<file path="src/rtl/core/rcc_pkg.sv">
`timescale 1ns / 1ps
// Shared types, codes and double-precision helpers for the range-checked conversion unit.
package rcc_pkg;

    typedef logic [63:0] dbl_t;

    // Conversion kinds
    localparam logic [2:0] KIND_SS = 3'd0;  // signed <- signed
    localparam logic [2:0] KIND_US = 3'd1;  // unsigned <- signed
    localparam logic [2:0] KIND_SU = 3'd2;  // signed <- unsigned
    localparam logic [2:0] KIND_UU = 3'd3;  // unsigned <- unsigned
    localparam logic [2:0] KIND_SD = 3'd4;  // signed <- double
    localparam logic [2:0] KIND_UD = 3'd5;  // unsigned <- double

    localparam dbl_t DBL_SIGN      = 64'h8000_0000_0000_0000;
    localparam dbl_t DBL_ONE       = 64'h3FF0_0000_0000_0000;
    localparam dbl_t DBL_NEG_ONE   = 64'hBFF0_0000_0000_0000;
    localparam dbl_t DBL_TWO63     = 64'h43E0_0000_0000_0000;
    localparam dbl_t DBL_NEG_TWO63 = 64'hC3E0_0000_0000_0000;
    localparam dbl_t DBL_TWO64     = 64'h43F0_0000_0000_0000;

    function automatic logic dbl_is_nan(input dbl_t x);
        return (&x[62:52]) && (|x[51:0]);
    endfunction

    // Monotonic ordering key; both zeros map to the same key
    function automatic dbl_t dbl_key(input dbl_t x);
        dbl_t c;
        c = (x[62:0] == 63'd0) ? 64'd0 : x;
        return c[63] ? ~c : (c ^ DBL_SIGN);
    endfunction

    // Ordered less-than; false whenever either side is NaN
    function automatic logic dbl_lt(input dbl_t a, input dbl_t b);
        return !dbl_is_nan(a) && !dbl_is_nan(b) && (dbl_key(a) < dbl_key(b));
    endfunction

endpackage

</file>
<file path="src/rtl/core/rcc_trunc.sv">
`timescale 1ns / 1ps
// Two-stage truncation of a double toward zero into a 64-bit two's complement pattern.
module rcc_trunc (
    input  logic          clk,
    input  logic [1:0]    adv,
    input  rcc_pkg::dbl_t d,
    output logic [63:0]   t
);
    import rcc_pkg::*;

    logic [10:0] e_in;
    logic [10:0] shd;
    logic [63:0] mag_next;
    logic [63:0] mag_reg;
    logic        sgn_reg;
    logic [63:0] t_reg;

    assign e_in = d[62:52];
    assign shd  = 11'd1086 - e_in;

    always_comb
    begin
        if ((e_in < 11'd1023) || (e_in > 11'd1086))
        begin
            mag_next = 64'd0;
        end
        else
        begin
            mag_next = {1'b1, d[51:0], 11'd0} >> shd[5:0];
        end
    end

    always_ff @(posedge clk)
    begin
        if (adv[0])
        begin
            mag_reg <= mag_next;
            sgn_reg <= d[63];
        end
        if (adv[1])
        begin
            t_reg <= sgn_reg ? (64'd0 - mag_reg) : mag_reg;
        end
    end

    assign t = t_reg;

endmodule

</file>
<file path="config.mk">
export PLATFORM = sky130hd
export DESIGN_NAME = rcc_trunc
export DESIGN_NICKNAME = d
export VERILOG_FILES = /design/src/rtl/core/rcc_pkg.sv /design/src/rtl/core/rcc_trunc.sv
export SDC_FILE = /design/constraint.sdc
export NUM_CORES = 1
export LEC_CHECK = 0
export ABC_CLOCK_PERIOD_IN_PS = 10200
export BUFFER_PORTS_ARGS = -buffer_cell sky130_fd_sc_hd__buf_4
export CAP_MARGIN = 25
export CORE_MARGIN = 2
export CORE_UTILIZATION = 55
export CTS_BUF_LIST = sky130_fd_sc_hd__clkbuf_16
export DETAILED_ROUTE_END_ITERATION = 6
export PLACE_DENSITY = 0.81
export SLEW_MARGIN = 30
export SYNTH_ARGS = -nofsm -noshare
export SYNTH_HDL_FRONTEND = slang
export SYNTH_SLANG_ARGS = --single-unit
</file>
<file path="constraint.sdc">
create_clock -name clk -period 10.2 [get_ports clk]
set_input_delay 1.02 -clock clk [delete_from_list [all_inputs] [get_ports clk]]
set_output_delay 1.02 -clock clk [all_outputs]
set_load 0.01 [all_outputs]
</file>
**Word level (Yosys, flattened, before mapping)**

Cells that the tools add are included.

- Bits in latches: 0
- Memories: 0
- RAM bits: 0
- Input port bits: 67
- Word-level logic and storage cells: 10
- Memory bits (read-only): 0
- Output and inout port bits: 64
- Register bits after elaboration: 129

- Add/sub/neg operators: 2
- Reductions and logical operators: 1
- Bitwise logic cells: 0
- Multiply operators: 0
- Muxes and demuxes: 1
- Equal/unequal tests: 0
- Div/mod/pow operators: 0
- Shift operators: 1
- Order comparisons: 2

Operators by type and width:

| cell | number |
|---|---|
| 2-to-1 mux 64 bit | 1 |
| >> shifter 64 x 6 -> 64 bit | 1 |
| subtractor 1 x 64 -> 64 bit (first input constant) | 1 |
| greater-than comparator 11 bit (second input constant) | 1 |
| < comparator 11 x 10 -> 1 bit (second input constant) | 1 |
| subtractor 6 bit (first input constant) | 1 |
| logical OR 1 bit | 1 |

**Depth between registers and ports, before layout**

- Depth in word-level cells: 2
- Depth in mapped cells: 15
- Mapped depth without buffers: 8

**Least setup slack after synthesis**

OpenSTA, ideal clock, no wires.

- Path type: input -> register
- Start: input d[52]
- End: register mag_reg[0], data pin
- Data arrival time: 4.599 ns
- Required time: 9.929 ns
- Setup time: 0.271 ns
- Slack: 5.330 ns
- Stages on the path: 13
- Cells stage by stage: clkbuf_1 > inv_1 > buf_1 > buf_1 > ha_1 > clkbuf_1 > buf_1 > clkbuf_1 > mux2i_1 > mux2i_1 > mux4_2 > a22oi_1 > o22ai_1

- Cells in the longest elaborated chain, start to end: 2
- Elaborated cells on any way between the ends: 5

RTL lines:

| element | line | RTL |
|---|---|---|
| start: declaration | rcc_trunc.sv:6 | `input rcc_pkg::dbl_t d,` |
| subtractor 6 bit, or another cell as far along | rcc_trunc.sv:19 | `assign shd = 11'd1086 - e_in;` |
| >> shifter 64 x 6 -> 64 bit / logical OR 1 bit (equally long branches) | rcc_trunc.sv:29, rcc_trunc.sv:23 |  |
| end signal: assignment | rcc_trunc.sv:37 | `mag_reg <= mag_next;` |
| end: declaration | rcc_trunc.sv:14 | `logic [63:0] mag_reg;` |

Parallel ways exist; a longest one is shown, timed or not.
A chain may end at the register's enable or synchronous reset.

**Worst setup path after layout**

- Start: input d[52]
- End: register mag_reg[3], data pin

Same word-level chain as after synthesis.

==> qor.yml <==
outcome:
  status: "finished, final reports clean"
place:
  dpl_cell_area_um2: 10400
  dp_hpwl_um: 19600
  gp_congestion: 0.990
  placed_cells: 1187
  portBuffers: 130
floorplanning:
  initial_core_util_pct: 56.0
  core-area_um2: 16500
  dieArea_um2: 17900
  die_y_um: 134
  dieWidth_um: 134
  rows: 47
  io_pins: 131
routing:
  drc: 0
  vias: 7954
  drt_iter0_drc: 1152
  wire_per_inst_um: 22.1
  viasPerCell: 6.51
  routed_wl_um: 26900
  dr.pass1.iters: 6
  ant_nets: 0
timing:
  finalClockSkew_ns: 0.00663
  hold_viol: 0
  tightest_slew_ns: 0.903
  final_max_slew_viol_count: 0
  rsz0062_at_grt: "no"
  setup_violations: 0
  maxSlewHeadroom_pct: 39.8
  fin_crit_ns: 4.26
  post-route-period-util_pct: 41.7
  fmax_ghz: 0.235
  tns_ns: 0
clocking:
  cts_hold_buffers: 0
  path_clk_slew_ns: 0.06
  clock_latency_ns: 0.42
  post-cts-setup-buffers: 0
  clock_path_buffers: 2
  postCtsResizedCells: 0
  numCtsBuffers: 17
  cts_max_level: 4
  cts_sinks: 129
  cts_tree: "yes"
  cts_root_buf: "clkbuf_16"
yosys:
  yosysMostFrequentCell: "edfxtp_1"
  yosysSeqAreaShare_pct: 41.9
  yosys.area.top_type: "edfxtp_1"
  async_reset_ff_share_pct: 0
  yosys_warnings: 0
  synth_area_um2: 9250
  synth_cell_type_count: 58
  synth-edff-count: 129
  netlist_instances: 883
  synthTopCellsByCount: "edfxtp_1, nand2_1, nor2_1"
  synth_top_area_share_pct: 41.9
  syn_avg_cell_area_um2: 10.5
  yosys-top-cells-area: "edfxtp_1, mux2i_1, mux4_2, xnor2_1, mux2_2"
  ys.flop_type: "edfxtp_1"
  syn_nets: 954
  synth-seq-cells: 129
setup_path:
  r2r-end: "t[63]"
  endpoint_kind: "register"
  cp_cell_sequence: "buf_4 > inv_1 > buf_4 > ha_4 > buf_16 > mux2_2 > mux2_2 > a221o_1 > o31ai_1 > o22ai_1"
  r2r-start: "mag_reg[24]"
  cp-start-kind: "input port"
  reg2reg_slack_ns: 6.98
  required_ns: 10.35
  crit_arrival_ns: 4.40
  crit_fanout: 57
  path_class: "in -> reg"
  critPathSlowestCell: "ha_4"
  crit_path_max_incr_delay_ns: 0.52
  r2r_cells: 6
global_routing:
  grt_max_degree: 81
  antenna_found_initial: 0
  grt_pass1_wl_um: 42000
  grt_pass1_vias: 7302
  overflow: 0
  track_usage_pct: 30.6
final_layout:
  n_fill_cell: 1300
  nNetsFinal: 1059
  multiInputGateArea_um2: 5190
  n_antenna_cell: 0
  area_growth_pct: 20.0
  seq_area_um2: 3870
  fin_cells: 1221
  fin_area_um2: 11100
  drive_gt1_share_pct: 27.5
power:
  finalPower_uw: 1780
  powerDensity_nw_per_um2: 160
  p_leak_uw: 0.00402
  ir_drop_mv: 0.0894
min_path:
  worstHoldStart: "mag_reg[0]"
  hold_depth: 0
  hold_path_class: "reg -> reg"
  min_to: "t[0]"
job:
  max-cap-violations: 0
-- cell usage in the layout, fill, tap and decap left out, types with 4 or more instances in the layout --
cell type,count
a21oi_1,31
a221oi_1,5
a22oi_1,10
a2bb2oi_1,4
a31oi_1,9
and2_1,5
buf_4,142
bufinv_16,5
clkbuf_16,17
clkinv_4,4
edfxtp_1,129
inv_1,5
mux2_2,46
mux2i_1,68
mux4_2,30
nand2_1,97
nand2b_1,7
nand3_1,17
nor2_1,84
nor3_1,17
nor4_1,6
o211ai_1,4
o21ai_0,53
o221ai_1,6
o22ai_1,27
o31ai_1,17
o41ai_1,7
or2_2,7
or3_1,9
or4_1,8
or4_4,4
xnor2_1,61
-- kinds of logic (layout without fill, tap and decap cells) --
logic type | Yosys count | in the layout | share of synthesized area, %
DFF | 129 | 129 | 41.9
adders and majority gates | 4 | 4 | 0.541
xor gates and xnor gates | 68 | 68 | 6.52
AOI/OAI and AO/OA | 199 | 199 | 14.2
and+or+nand+nor | 277 | 277 | 13.9
buffers and inverters | 62 | 180 | 2.66
muxes | 144 | 144 | 20.3
-- worst max path at each step --
stage / startpoint / end / slack (ns) / depth (start not counted)
floorplan: d[52] / mag_reg[0] / 5.33 / 13
global placement: d[52] / mag_reg[7] / 5.39 / 10
detailed placement: d[52] / mag_reg[3] / 5.40 / 9
CTS: d[52] / mag_reg[3] / 5.80 / 9
global route: d[52] / mag_reg[3] / 5.80 / 10
finish: d[52] / mag_reg[3] / 5.94 / 10
-- per-stage QoR --
stage / hold WS (ns) / util (%) / setup slack [ns]
after floorplan: 0.468 / - / 5.33
after global placement: 0.504 / 63.1 / 5.39
after detailed placement: 0.507 / 63.1 / 5.40
after CTS: 0.519 / 67.0 / 5.80
after global routing: 0.563 / 67.2 / 5.80
final: 0.524 / 67.2 / 5.94
-- power breakdown --
part | internal (uW) | leakage, uW | switching, uW
Combinational | 195 | 0.00246 | 267
Clock | 432 | 0.000312 | 225
Sequential | 634 | 0.00124 | 26.2
-- final cells by class --
type	count	share of cell area, %
Timing Repair Buffer	144	9.95
Sequential cell	129	34.9
Clock inverter	15	1.96
Inverter	4	0.135
Multi-Input combinational cell	692	46.8
Tap cell	220	2.48
Clock buffer	17	3.83
-- worst max-delay path: cells and delay by family --
family / cells / cell delay (ns)
compound gates: 3 / 0.92
mux: 2 / 0.74
fa+ha+maj: 1 / 0.52
buf+inv: 4 / 1.15
-- layer usage --
| layer | share of wire (%) | vias to the layer above | GRT usage [%] |
|---|---|---|---|
| met4 | 4.1 | 0 | 13.6 |
| met5 | 0 | - | 0 |
| li1 | - | 3616 | - |
| met1 | 42 | 3760 | 43.1 |
| met3 | 8.0 | 91 | 3.92 |
| met2 | 46 | 487 | 47.8 |
(Power assumes the default switching activity.)
