--- src/rtl/core/rcc_pkg.sv ---
`timescale 1ns / 1ps
// Shared types, codes and double-precision helpers for the range-checked conversion unit.
package rcc_pkg;

    typedef logic [63:0] dbl_t;

    // Conversion kinds
    localparam logic [2:0] KIND_SS = 3'd0;  // signed <- signed
    localparam logic [2:0] KIND_US = 3'd1;  // unsigned <- signed
    localparam logic [2:0] KIND_SU = 3'd2;  // signed <- unsigned
    localparam logic [2:0] KIND_UU = 3'd3;  // unsigned <- unsigned
    localparam logic [2:0] KIND_SD = 3'd4;  // signed <- double
    localparam logic [2:0] KIND_UD = 3'd5;  // unsigned <- double

    localparam dbl_t DBL_SIGN      = 64'h8000_0000_0000_0000;
    localparam dbl_t DBL_ONE       = 64'h3FF0_0000_0000_0000;
    localparam dbl_t DBL_NEG_ONE   = 64'hBFF0_0000_0000_0000;
    localparam dbl_t DBL_TWO63     = 64'h43E0_0000_0000_0000;
    localparam dbl_t DBL_NEG_TWO63 = 64'hC3E0_0000_0000_0000;
    localparam dbl_t DBL_TWO64     = 64'h43F0_0000_0000_0000;

    function automatic logic dbl_is_nan(input dbl_t x);
        return (&x[62:52]) && (|x[51:0]);
    endfunction

    // Monotonic ordering key; both zeros map to the same key
    function automatic dbl_t dbl_key(input dbl_t x);
        dbl_t c;
        c = (x[62:0] == 63'd0) ? 64'd0 : x;
        return c[63] ? ~c : (c ^ DBL_SIGN);
    endfunction

    // Ordered less-than; false whenever either side is NaN
    function automatic logic dbl_lt(input dbl_t a, input dbl_t b);
        return !dbl_is_nan(a) && !dbl_is_nan(b) && (dbl_key(a) < dbl_key(b));
    endfunction

endpackage

--- src/rtl/core/rcc_inc.sv ---
`timescale 1ns / 1ps
// Five-stage pipeline that forms the rounded double sum x + 1.0 (round to nearest even).
module rcc_inc (
    input  logic          clk,
    input  logic [4:0]    adv,
    input  rcc_pkg::dbl_t x,
    output rcc_pkg::dbl_t y
);
    import rcc_pkg::*;

    // Fixed point with 107 fraction bits covers every exponent in the exact window
    localparam int FXW = 163;
    localparam logic [FXW-1:0] ONE_FX = {55'd0, 1'b1, 107'd0};
    localparam logic [10:0] WIN_LO = 11'd969;
    localparam logic [10:0] WIN_HI = 11'd1076;

    // Stage 1: align the significand
    logic [10:0]    e_in;
    logic [10:0]    shd;
    logic [FXW-1:0] a_next;
    logic [FXW-1:0] a_reg;
    logic           sgn1_reg;
    logic           win1_reg;
    logic           pass1_reg;
    dbl_t           x1_reg;

    assign e_in   = x[62:52];
    assign shd    = e_in - 11'd968;
    assign a_next = {110'd0, 1'b1, x[51:0]} << shd[6:0];

    always_ff @(posedge clk)
    begin
        if (adv[0])
        begin
            a_reg     <= a_next;
            sgn1_reg  <= x[63];
            win1_reg  <= (e_in >= WIN_LO) && (e_in <= WIN_HI);
            pass1_reg <= e_in > WIN_HI;
            x1_reg    <= x;
        end
    end

    // Stage 2: exact add or subtract of one
    logic [FXW-1:0] v_next;
    logic           neg_next;
    logic [FXW-1:0] v2_reg;
    logic           neg2_reg;
    logic           win2_reg;
    logic           pass2_reg;
    dbl_t           x2_reg;

    always_comb
    begin
        neg_next = 1'b0;
        if (!sgn1_reg)
        begin
            v_next = a_reg + ONE_FX;
        end
        else if (a_reg >= ONE_FX)
        begin
            v_next   = a_reg - ONE_FX;
            neg_next = a_reg != ONE_FX;
        end
        else
        begin
            v_next = ONE_FX - a_reg;
        end
    end

    always_ff @(posedge clk)
    begin
        if (adv[1])
        begin
            v2_reg    <= v_next;
            neg2_reg  <= neg_next;
            win2_reg  <= win1_reg;
            pass2_reg <= pass1_reg;
            x2_reg    <= x1_reg;
        end
    end

    // Stage 3: find the leading one
    logic [7:0]     p_next;
    logic [FXW-1:0] v3_reg;
    logic [7:0]     p3_reg;
    logic           zero3_reg;
    logic           neg3_reg;
    logic           win3_reg;
    logic           pass3_reg;
    dbl_t           x3_reg;

    always_comb
    begin
        p_next = 8'd0;
        for (int i = 0; i < FXW; i++)
        begin
            if (v2_reg[i])
            begin
                p_next = 8'(i);
            end
        end
    end

    always_ff @(posedge clk)
    begin
        if (adv[2])
        begin
            v3_reg    <= v2_reg;
            p3_reg    <= p_next;
            zero3_reg <= v2_reg == '0;
            neg3_reg  <= neg2_reg;
            win3_reg  <= win2_reg;
            pass3_reg <= pass2_reg;
            x3_reg    <= x2_reg;
        end
    end

    // Stage 4: normalise, split into significand, guard and sticky
    logic [FXW-1:0] n_next;
    logic [52:0]    mant4_reg;
    logic           grd4_reg;
    logic           stk4_reg;
    logic [10:0]    be4_reg;
    logic           zero4_reg;
    logic           neg4_reg;
    logic           win4_reg;
    logic           pass4_reg;
    dbl_t           x4_reg;

    assign n_next = v3_reg << (8'd162 - p3_reg);

    always_ff @(posedge clk)
    begin
        if (adv[3])
        begin
            mant4_reg <= n_next[162:110];
            grd4_reg  <= n_next[109];
            stk4_reg  <= |n_next[108:0];
            be4_reg   <= {3'd0, p3_reg} + 11'd916;
            zero4_reg <= zero3_reg;
            neg4_reg  <= neg3_reg;
            win4_reg  <= win3_reg;
            pass4_reg <= pass3_reg;
            x4_reg    <= x3_reg;
        end
    end

    // Stage 5: round to nearest even and pack
    logic        up;
    logic [53:0] sum;
    logic [10:0] be_next;
    logic [51:0] frac_next;
    dbl_t        y_next;
    dbl_t        y_reg;

    always_comb
    begin
        up        = grd4_reg & (stk4_reg | mant4_reg[0]);
        sum       = {1'b0, mant4_reg} + {53'd0, up};
        be_next   = sum[53] ? be4_reg + 11'd1 : be4_reg;
        frac_next = sum[53] ? 52'd0 : sum[51:0];
        if (pass4_reg)
        begin
            y_next = x4_reg;
        end
        else if (!win4_reg)
        begin
            y_next = DBL_ONE;
        end
        else if (zero4_reg)
        begin
            y_next = 64'd0;
        end
        else
        begin
            y_next = {neg4_reg, be_next, frac_next};
        end
    end

    always_ff @(posedge clk)
    begin
        if (adv[4])
        begin
            y_reg <= y_next;
        end
    end

    assign y = y_reg;

endmodule

--- config.mk ---
export PLATFORM = sky130hd
export DESIGN_NAME = rcc_inc
export DESIGN_NICKNAME = d
export VERILOG_FILES = /design/src/rtl/core/rcc_pkg.sv /design/src/rtl/core/rcc_inc.sv
export SDC_FILE = /design/constraint.sdc
export NUM_CORES = 2
export LEC_CHECK = 0
export BUFFER_PORTS_ARGS = -buffer_cell sky130_fd_sc_hd__buf_4
export CORE_ASPECT_RATIO = 1.25
export CORE_MARGIN = 2
export CORE_UTILIZATION = 55
export CTS_BUF_LIST = sky130_fd_sc_hd__clkbuf_4 sky130_fd_sc_hd__clkbuf_8
export CTS_CLUSTER_SIZE = 8
export DETAILED_ROUTE_END_ITERATION = 12
export PLACE_DENSITY_LB_ADDON = 0.05
export REMOVE_ABC_BUFFERS = 1
export SYNTH_ARGS = -nofsm -noshare
export SYNTH_HDL_FRONTEND = slang
export SYNTH_SLANG_ARGS = --single-unit
--- constraint.sdc ---
create_clock -name clk -period 4.2 [get_ports clk]
set_input_delay 0.84 -clock clk [delete_from_list [all_inputs] [get_ports clk]]
set_output_delay 0.84 -clock clk [all_outputs]
set_load 0.05 [all_outputs]
== After elaboration in Yosys (flattened, before gate mapping) ==
Index checks and enable logic that the tools add are counted.
Word-level totals
  flip-flop bits (word level): 897
  output and inout port bits: 64
Cells by class
  $add $sub $neg: 8
  order comparisons: 4
  eq/ne operators: 1
  shift operators: 2
  mux-type cells: 168
  bitwise logic cells: 2
  reductions and logical operators: 6
Operator list (count)
  two-way mux 8 bit: 126
  two-way mux 163 bit: 2
  two-way mux 6 bit: 32
  two-way mux 64 bit: 3
  adder 163 x 108 -> 163 bit (second input constant): 1
  >= comparator 163 x 108 -> 1 bit (second input constant): 1
  logical NOT 163 bit: 1
  != test 163 x 108 -> 1 bit (second input constant): 1
  left shift 163 x 8 -> 163 bit: 1
  left shift 53 x 7 -> 163 bit: 1
  subtractor 108 x 163 -> 163 bit (first input constant): 1
  subtractor 163 x 108 -> 163 bit (second input constant): 1
  OR reduction 109 bit: 1
  adder 53 x 1 -> 54 bit: 1
  two-way mux 52 bit: 1
  OR reduction 35 bit: 1
  adder 11 x 1 -> 11 bit (second input constant): 1
  adder 8 x 10 -> 11 bit (second input constant): 1
  >= comparator 11 x 10 -> 1 bit (second input constant): 1
  greater-than comparator 11 bit (second input constant): 1
  less-or-equal comparator 11 bit (second input constant): 1
  two-way mux 11 bit: 1
  subtractor 8 bit (first input constant): 1
  subtractor 7 bit (second input constant): 1
  other kinds (7): 8

== Longest topological paths before layout ==
  depth in word-level cells: 161
  gate-level depth with buffers: 18

== Least setup slack after synthesis ==
OpenSTA, ideal clock, no wires.
  kind: register to register
  start point: register p3_reg[1]
  end point: register stk4_reg, data pin
  arrival time: 3929 ps
  data required time: 3930 ps
  slack: 0 ps
  stages on the path, launching flop included: 15
  cell sequence: edfxtp_1 > ha_1 > buf_2 > buf_1 > buf_2 > buf_2 > mux4_2 > mux4_2 > a222oi_1 > mux2_2 > o2111ai_1 > a2111oi_0 > nand4_1 > o41ai_1 > a21oi_1
On the way
  longest elaborated chain between the ends: 3
Ends and longest elaborated chain
  start, declared: RTL line rcc_inc.sv:85  | logic [7:0] p3_reg;
  start signal, assigned: RTL line rcc_inc.sv:109  | p3_reg <= p_next;
  subtractor 8 bit: RTL line rcc_inc.sv:130  | assign n_next = v3_reg << (8'd162 - p3_reg);
  left shift 163 x 8 -> 163 bit: RTL line rcc_inc.sv:130
  OR reduction 109 bit: RTL line rcc_inc.sv:138  | stk4_reg <= |n_next[108:0];
  end signal, assigned: RTL line rcc_inc.sv:138
  end, declared: RTL line rcc_inc.sv:122  | logic stk4_reg;
No other way between the ends.
A chain may end at the register's enable or synchronous reset.

== Worst setup path in the final report ==
  start point: register p3_reg[0]
  end point: register stk4_reg, data pin
Same word-level chain as after synthesis.

==> results <==
- The fraction of power consumed by combinational cells is 0.335.
- Setup violations remaining at the end of the flow were counted as 4.
- The hold violation count in the final report is 0.
- The via count of the first global-routing pass came to ~41000.
- The quantity of hold-fixing buffers added after cts is 0.
- For this design the ratio of total power to cell area is around 450 nW/um^2.
- The tightest min-delay check is of the input pin to register type.
- The run finished, with violations left.
- The worst setup path is captured at a register.
- CTS built an H-tree with a depth of 4.
- The largest single stage delay on the critical path is 620 ps.
- The first global-routing pass estimated 279000 um of wire.
- The number of max-slew violations in the final report came to 0.
- The post-synthesis to final-layout area growth is 18.7%.
- Measured on the finished design, the core utilization comes to 0.656.
- The initial antenna violation count is 10.
- The reported net switching power is 0.00978 W.
- The root cell of the clock tree is clkbuf_8.
- The clock insertion delay at the later pin of the skew report is 870 ps.
- The internal portion of the total power is 0.0185 W.
- The setup path with the least slack is of type register to register.
- The standard cell with the maximum stage delay on the critical path is mux4_2.
- Of the total power, the share spent switching nets is 0.346.
- The total vias in the final route is approximately 43000.
- Clock skew on the completed layout was measured at 54.7 ps.
- The most common cell in the synthesized netlist is edfxtp_1.
- Setup repair after global routing could not meet its margin everywhere.
- The congestion estimate from routability-driven global placement came to 1.06.
- The CTS tree is yes.
- The share of Yosys cell area claimed by the top area cell type is 0.509.
- In this run the vertical extent of the chip is 350 um.
- The detailed placer's ending HPWL is 153000 um.
- Synthesis inferred between 800 and 900 register bits.
- The part of the total power dissipated in sequential elements is 0.411.
- The maximum number of pins on one net before global-route repair is 97.
- The number of buffers on the longest clock path is 3.
- The worst slack on hold paths is 159 ps.
- The floorplan has 127 rows.
- The first detailed-routing pass ran for 8 iterations.
- The synthesized netlist cell count is 4639.
- Summed over all cells, the static leakage comes to ~23 nW.
- The total clock sinks is 896.
- STA puts the critical path data required time at 4800 ps.
- The clock-pin slew of the registers on the worst-case setup and hold paths is ~60 ps.
- After detailed routing, the total wire length is 194000 um.
- The critical path contains buffers and inverters numbering 3 combined.
- Subtracting the final worst setup slack from the clock period gives 4350 ps.
- The number of different library cells in the post-synthesis netlist is 92.
- Of all cell types, the one taking the most synthesized area is edfxtp_1.
- Across the run, the number of max-cap violations was 0.
- The detail route stage leaves a number of antenna-violating nets equal to 0.
- The share of layout cells above drive strength 1 is 0.271.
- The aggregate global routing overflow is 0.
- The effective utilization at floorplan is 0.553.
- For this run, the number of Yosys warnings is 0.
- Of the total power, the clock network draws 0.254.
- The final period utilization is 1.03.
- In the routed design, unresolved DRC markers number 0.
- The number of enable-type register cells in the synthesized netlist is 896.
- The mean instance size in the synthesized netlist is 11.4 um^2.
- The total area inside the core boundary comes to 95500 um^2.
- The number of top-level design ports is between 100 and 150.
- The die area is between 90000 and 100000 um^2.
- The highest clock rate is about 230 MHz.
- The commonest cells after synthesis are 896 x edfxtp_1, 535 x nand2_1, 453 x nor2_1.
- The cell area that synthesis handed to floorplanning was between 50000 and 60000 um^2.
- The share of the Yosys chip area taken by registers is 0.509.
- From left edge to right edge, the die measures roughly 280 um.
- The minimum setup slack in the final design is -146 ps.
- After detailed routing, the average wire length per cell comes to 29.1 um.
- Of all flip-flops after synthesis, the portion carrying an async set or reset was 0.
- Traced cell by cell, the critical path runs through buf_4 > buf_12 > buf_4 > mux4_2 > mux2i_1 > o22ai_1 > a211oi_1 > mux2i_1 > nor3_1 > o211ai_1 > o41ai_2 > a21oi_1.
- The most used flip-flop cell after synthesis is edfxtp_1.
- The total global routing track utilization is 0.396.
- In this run the tightest slew margin relative to its limit is 0.315.
- After layout, the design draws a total of 0.0283 W.
- The checks that failed: negative setup slack.
- The slew of the pin with the lowest slew margin is approximately 1000 ps.
- TritonCTS created 144 clock buffers.
- The kind of start point of the critical path is a register.
- The worst setup slack after placement is -525 ps.
- VDD sags by at most 0.301 mV.
- Ranked by total cell area, the synthesized netlist is headed by edfxtp_1 51%, mux4_2 7.9%, mux2i_1 5.1%, mux2_2 4.2%, nand2_1 3.8%.
- The quantity of I/O buffers inserted on ports is 133.
- The gate family responsible for the most delay along the worst path is compound AO/OA/AOI/OAI gates.
- Of all nets on the critical path, the largest fanout is 35.
- After detailed routing, the number of vias per cell comes to around 6.5.
- The DRC violation total after the first TritonRoute iteration is 5565.
- At the worst endpoint, the arrival time is 4940 ps.
- The net count reported at finish is 5393.
[routing by layer]
| metal | up-vias | track usage | wire length, um |
|---|---|---|---|
| li1 | 19200 | - | - |
| met1 | 21200 | 0.498 | 72500 |
| met2 | 2520 | 0.610 | 87900 |
| met3 | 602 | 0.0880 | 17600 |
| met4 | 10 | 0.276 | 16100 |
| met5 | - | 0 | 65 |
[cell type report]
| type | instances | area (um^2) |
|---|---|---|
| diodes | 3 | 7.51 |
| fillers | 7344 | 32800 |
| inverters | 72 | 270 |
| flip-flops and latches | 896 | 26900 |
| clock buffers | 170 | 2180 |
| well taps | 1290 | 1610 |
| clock inverters | 50 | 468 |
| repair buffers | 813 | 6530 |
| multi-input cells | 3381 | 24700 |
[power by group through the flow]
stage,logic [W],registers (W),clock network (W)
after floorplan,0.00469,0.0116,0
after global placement,0.00900,0.0117,0
after detailed placement,0.00900,0.0117,0
after CTS,0.00909,0.0116,0.00728
after global routing,0.00983,0.0117,0.00761
final,0.00946,0.0116,0.00719
[repair_timing]
action	CTS	global route
buffers inserted	7	3
resized for setup	11	11
endpoints found under the setup margin	15	38
pin swaps	2	3
cloned	0	0
hold endpoints to repair	0	0
[final timing paths]
kind / start / end / slack [ps] / cells after the start
max: p3_reg[0] / stk4_reg / -150 / 12
min reg2reg: x3_reg[37] / x4_reg[37] / 410 / 0
max reg2reg: p3_reg[0] / stk4_reg / -150 / 12
min: x[63] / sgn1_reg / 160 / 1
[placed cells by master, fill, tap and decap left out, types with 27 or more instances in the layout]
cell type and count:
a211oi_1 44, a21oi_1 187, a31oi_1 48, and3_1 38
buf_12 30, buf_4 773, clkbuf_8 146, edfxtp_1 896
inv_1 72, mux2_2 198, mux2i_1 265, mux4_2 186
nand2_1 535, nand2b_1 27, nand3_1 114, nand4_1 44
nor2_1 453, nor3_1 113, nor4_1 78, o211ai_1 42
o21ai_0 257, o22ai_1 106, o31ai_1 38, or3_1 35
or4_1 35, xnor2_1 142, xor2_1 82
[worst reg2reg max path, delay by kind of cell, from the launching register on]
family / cells / cell delay (ps)
compound gates: 5 / 1480
mux: 3 / 1170
buf+inv: 3 / 720
flops: 1 / 390
simple gates: 1 / 330
[stage by stage]
stage	TNS, ps	area (um^2)	instances
after global placement	-1280	59800	6442
after global routing	-2270	62700	6673
after CTS	-159	62600	6669
after floorplan	-706460	51600	4349
final	-302	62700	6675
after detailed placement	-1950	59800	6442
[cells by family after synthesis]
logic type | share of synthesized area
AND/OR/NAND/NOR | 0.138
AO/OA/AOI/OAI | 0.108
flip-flops | 0.509
multiplexers | 0.172
buffers and inverters | 0.0285
XOR/XNOR | 0.0401
adder cells (fa/ha/maj) | 0.00355
No activity file was read; power rests on OpenSTA's default activity.
